==> src/hw/rtl/ictt_pkg.sv <==
// ----------------------------------------------------------------------------
// ictt_pkg
// Shared types and constants of the idle connection timeout tracker.
// ----------------------------------------------------------------------------
package ictt_pkg;

   localparam int DEF_MAX_CONNS = 64;
   localparam int MAX_RESULTS   = 64;
   localparam int EXP_AW        = $clog2(MAX_RESULTS);
   localparam int NEXP_W        = EXP_AW + 1;
   localparam int ID_BITS       = 6;
   localparam int US_PER_MS     = 1000;
   localparam int TMO_US_W      = 26;   // 65535 * 1000 fits
   localparam int NUM_W         = 42;   // wait numerator in us below the saturation limit
   localparam int QUO_W         = 32;

   // divide by 1000 as a shift by 3 and a reciprocal multiply by 1/125,
   // exact for every numerator below 2**42
   localparam int          HALF_W    = 20;
   localparam int          ACC_W     = 4 * HALF_W;
   localparam int          RECIP_SH  = 46;
   localparam logic [39:0] RECIP_125 = 40'd562949953422;   // ceil(2**46 / 125)
   localparam int          DIV_STEPS = 4;

   localparam logic [15:0] TIMEOUT_RST    = 16'(5 * 1000);
   localparam logic [15:0] EMPTY_WAIT_RST = 16'(10000);
   localparam logic [64:0] SAT_LIM        = 65'd4294967296000;

   typedef enum logic [1:0] {
      FUNC_OPEN     = 2'd0,
      FUNC_ACTIVITY = 2'd1,
      FUNC_CLOSE    = 2'd2,
      FUNC_TICK     = 2'd3
   } func_type;

   typedef enum logic {
      CSR_TIMEOUT    = 1'b0,
      CSR_EMPTY_WAIT = 1'b1
   } csr_idx_type;

   typedef enum logic [3:0] {
      S_CLEAR, S_IDLE, S_DECIDE, S_LINK, S_TICK,
      S_WRD, S_WSUB, S_WNUM, S_DIV, S_EMIT
   } state_type;

   typedef enum logic [3:0] {
      DP_NOP, DP_CLEAR, DP_ACCEPT, DP_DECIDE, DP_LINK, DP_TICK,
      DP_WSUB, DP_WNUM, DP_DIV, DP_EMIT
   } dp_op_type;

   typedef struct packed {
      dp_op_type op;
   } cmd_type;

   typedef struct packed {
      logic clear_done;
      logic req_tick;
      logic need_link;
      logic tick_more;
      logic empty;
      logic div_last;
      logic emit_last;
   } status_type;

endpackage

==> src/hw/rtl/ictt_ctrl.sv <==
// ----------------------------------------------------------------------------
// ictt_ctrl
// Sequencer: steps the datapath through clear, list update, tick scan,
// wait computation and result transfers.
// ----------------------------------------------------------------------------
module ictt_ctrl
   import ictt_pkg::*;
(
   input  logic       clock,
   input  logic       reset,
   input  logic       start,
   input  status_type status,
   output logic       busy,
   output cmd_type    cmd
);

   state_type state_ff;
   state_type state_in;

   always_ff @(posedge clock) begin
      if (reset) begin
         state_ff <= S_CLEAR;
      end else begin
         state_ff <= state_in;
      end
   end

   always_comb begin
      state_in = state_ff;
      unique case (state_ff)
         S_CLEAR:  if (status.clear_done) state_in = S_IDLE;
         S_IDLE:   if (start) state_in = status.req_tick ? S_TICK : S_DECIDE;
         S_DECIDE: state_in = status.need_link ? S_LINK : S_WRD;
         S_LINK:   state_in = S_WRD;
         S_TICK:   if (!status.tick_more) state_in = S_WRD;
         S_WRD:    state_in = status.empty ? S_EMIT : S_WSUB;
         S_WSUB:   state_in = S_WNUM;
         S_WNUM:   state_in = S_DIV;
         S_DIV:    if (status.div_last) state_in = S_EMIT;
         S_EMIT:   if (status.emit_last) state_in = S_IDLE;
         default:  state_in = S_IDLE;
      endcase
   end

   always_comb begin
      busy   = (state_ff != S_IDLE);
      cmd.op = DP_NOP;
      unique case (state_ff)
         S_CLEAR:  cmd.op = DP_CLEAR;
         S_IDLE:   cmd.op = start ? DP_ACCEPT : DP_NOP;
         S_DECIDE: cmd.op = DP_DECIDE;
         S_LINK:   cmd.op = DP_LINK;
         S_TICK:   cmd.op = DP_TICK;
         S_WRD:    cmd.op = DP_NOP;
         S_WSUB:   cmd.op = DP_WSUB;
         S_WNUM:   cmd.op = DP_WNUM;
         S_DIV:    cmd.op = DP_DIV;
         S_EMIT:   cmd.op = DP_EMIT;
         default:  cmd.op = DP_NOP;
      endcase
   end

endmodule

==> config.mk <==
export PLATFORM = sky130hd
export DESIGN_NAME = ictt_ctrl
export DESIGN_NICKNAME = d
export VERILOG_FILES = /design/src/hw/rtl/ictt_pkg.sv /design/src/hw/rtl/ictt_ctrl.sv
export SDC_FILE = /design/constraint.sdc
export NUM_CORES = 1
export LEC_CHECK = 0
export BUFFER_PORTS_ARGS = -buffer_cell sky130_fd_sc_hd__buf_2
export CAP_MARGIN = 10
export CORE_AREA = 3 3 40 42
export CTS_CLUSTER_SIZE = 30
export DETAILED_ROUTE_END_ITERATION = 6
export DIE_AREA = 0 0 43 45
export HOLD_SLACK_MARGIN = 0.15
export PLACE_DENSITY = 0.58
export SYNTH_ARGS = -nofsm -noshare
export SYNTH_HDL_FRONTEND = slang
export SYNTH_SLANG_ARGS = --single-unit
==> constraint.sdc <==
create_clock -name clock -period 1.6 [get_ports clock]
set_input_delay 0.4 -clock clock [delete_from_list [all_inputs] [get_ports clock]]
set_output_delay 0.4 -clock clock [all_outputs]
set_load 0.05 [all_outputs]
==> impl_metrics.ini <==
[die]
pin_count = 15
die_h_um = 45
die_w_um = 43
core-area_um2 = 1280
start_util_pct = 34.0
row_count = 13
die-area_um2 = 1940

[sta]
skew_ns = 0.00763
min_period_ns = 1.70
hold_viol = 0
setup_viol = 2
slew_headroom_pct = 73.2
tns_ns = -0.0969
fmax_mhz = 590
slew_violations = 0
setup_ws_ns = -0.0961
rsz0062_at_grt = true
tightest_slew_ns = 0.397
min_period_over_period_pct = 106

[layout]
nets = 96
top_regs = state_ff x4
final_core_utilization_pct = 51.7
final_area_um2 = 664
drive_gt1_share_pct = 52.4
synthToLayoutAreaGrowth_pct = 52.1
regMostFlops = state_ff
largest_reg_flops = 4
n_antenna_cell = 0

[synth]
synthTopCellsByArea = dfxtp_1, buf_6, a21oi_1, nor3_1, nor2_1
syn_area_um2 = 437
syn_nets = 70
yosysUniqueCellTypes = 30
yosysMostFrequentCell = nor2_1
async_reset_ff_share_pct = 0
synth_top_area_cell = dfxtp_1
synth_top_area_share_pct = 18.3
ys_seq_area_share_pct = 18.3
yosys_most_used_dff = dfxtp_1
yosys-top-cells-count = nor2_1, a21oi_1, nor3_1, dfxtp_1
synth_cells = 60
syn_area_per_cell_um2 = 7.28
yosysWarningCount = 0
synth-edff-count = 0
ys_seq_elements = 4

[critical_path]
worst_setup_path_end_kind = primary output
cp.required_ns = 1.20
worstSetupPathType = flop to primary output
slowest_stage = dfxtp_2
path_cells = or2b_1 -> a21oi_1 -> nor2_4 -> buf_8
cpLargestDelayFamily = flip-flops
cp-start-kind = flop
cp_max_fo = 3
path_buf_inv = 1
max_stage_delay_ns = 0.33
cp_data_arrival_time_ns = 1.30

[clock_network]
h-tree-depth = 1
cts.sinks = 4
clkTransAtPathRegs_ns = 0.04
cts_buffer_depth = 2
worst_skew_pair.late_latency_ns = 0.24
cts_tree = yes
cts-root-buf = clkbuf_4
numCtsBuffers = 3

[global_route]
grt_overflow = 0
antenna_found_initial = 0
grt_pass1_wl_um = 2030
track_usage_pct = 14.0
grt_start_max_net_pins = 12
grt_pass1_vias = 484

[placement]
io_buffers = 14
hpwl_um = 839
place_congestion = 0.761
dpl_worst_slack_ns = 0.0306
place_area_um2 = 551

[pwr]
power_density_nw_per_um2 = 645
ir_drop_mv = 0.340
p_leak_nw = 0.322

[min_path]
min_path_type = input port to flop

[route]
wirelength_um = 1190
wire_per_inst_um = 12.0
drtIter0Drc = 16
vias = 513
dr.pass1.iters = 4
ant_nets = 0
vias_per_cell = 5.18
drc = 0

[run_status]
violations = negative setup slack
status = finished, violations left

[job]
drv_cap = 0
per-layer routing:
layer	share of wire (%)	wire, um	vias to the layer above	GRT usage (%)
li1	-	-	269	-
met1	45	532	230	17.6
met2	48	572	12	21.9
met3	5.9	70	2	2.79
met4	1.2	14	0	9.04
met5	0	0	-	0
power by group:
group / switching (mW) / internal, mW / leakage, nW / total (mW)
registers: 0.00546 / 0.104 / 0.0341 / 0.110
logic: 0.0986 / 0.0868 / 0.274 / 0.185
clock network: 0.0488 / 0.0844 / 0.0138 / 0.133
total: 0.153 / 0.276 / 0.322 / 0.428
through the flow:
stage	hold WS [ns]	total power, mW	instances
3_3_place_gp	0.614	0.264	91
4_1_cts	0.363	0.426	99
5_1_grt	0.381	0.455	99
3_5_place_dp	0.616	0.265	91
6_report	0.367	0.428	99
2_1_floorplan	0.462	0.224	60
placed cells by master, fill, tap and decap left out, types with 2 or more instances in the layout:
| master | count |
|---|---|
| inv_2 | 2 |
| nand2b_1 | 2 |
| a21oi_1 | 6 |
| a221o_1 | 2 |
| clkbuf_4 | 3 |
| nor2_4 | 2 |
| nor3_2 | 2 |
| a31oi_1 | 2 |
| nand2_1 | 3 |
| nor2_1 | 4 |
| buf_2 | 9 |
| o21ai_2 | 2 |
| buf_4 | 13 |
| buf_6 | 3 |
| dfxtp_2 | 2 |
| mux2i_1 | 2 |
| nor3_1 | 4 |
layout make-up:
class / count / area (um^2)
Fill cell: 135 / 621
Multi-Input combinational cell: 48 / 334
Timing Repair Buffer: 26 / 191
Sequential cell: 4 / 86.3
Clock buffer: 3 / 22.5
Tap cell: 15 / 18.8
Inverter: 3 / 11.3
worst register-to-register path, stage by stage (launching register included):
cell      delay, ns
dfxtp_1        0.32
buf_6          0.14
buf_4          0.14
buf_4          0.14
nor4b_1        0.41
a31oi_1        0.09
o21bai_1       0.17
a21oi_1        0.12
cells by family (layout without fill, tap and decap cells):
| family | count (synthesis) | after routing | synth area share, % |
|---|---|---|---|
| multiplexers | 2 | 2 | 4.58 |
| buffers and inverters | 8 | 32 | 13.2 |
| flip-flops | 4 | 4 | 18.3 |
| AND/OR/NAND/NOR | 25 | 25 | 31.5 |
| AO/OA/AOI/OAI | 21 | 21 | 32.4 |
worst paths after layout:
| check | from | endpoint | slack (ns) | depth (start not counted) |
|---|---|---|---|---|
| worst min-delay path | reset | state_ff[3] | 0.37 | 2 |
| worst max register to register | state_ff[2] | state_ff[3] | 0.02 | 7 |
| worst max-delay path | state_ff[0] | cmd[1] | -0.1 | 4 |
| worst min register to register | state_ff[3] | state_ff[0] | 0.65 | 3 |
timing repair:
item	in CTS	in global routing
setup buffers	5	0
pin swaps	1	2
setup endpoints to repair	5	7
resized for setup	11	8
hold buffers	0	0
Power figures use the tool's default switching activity.
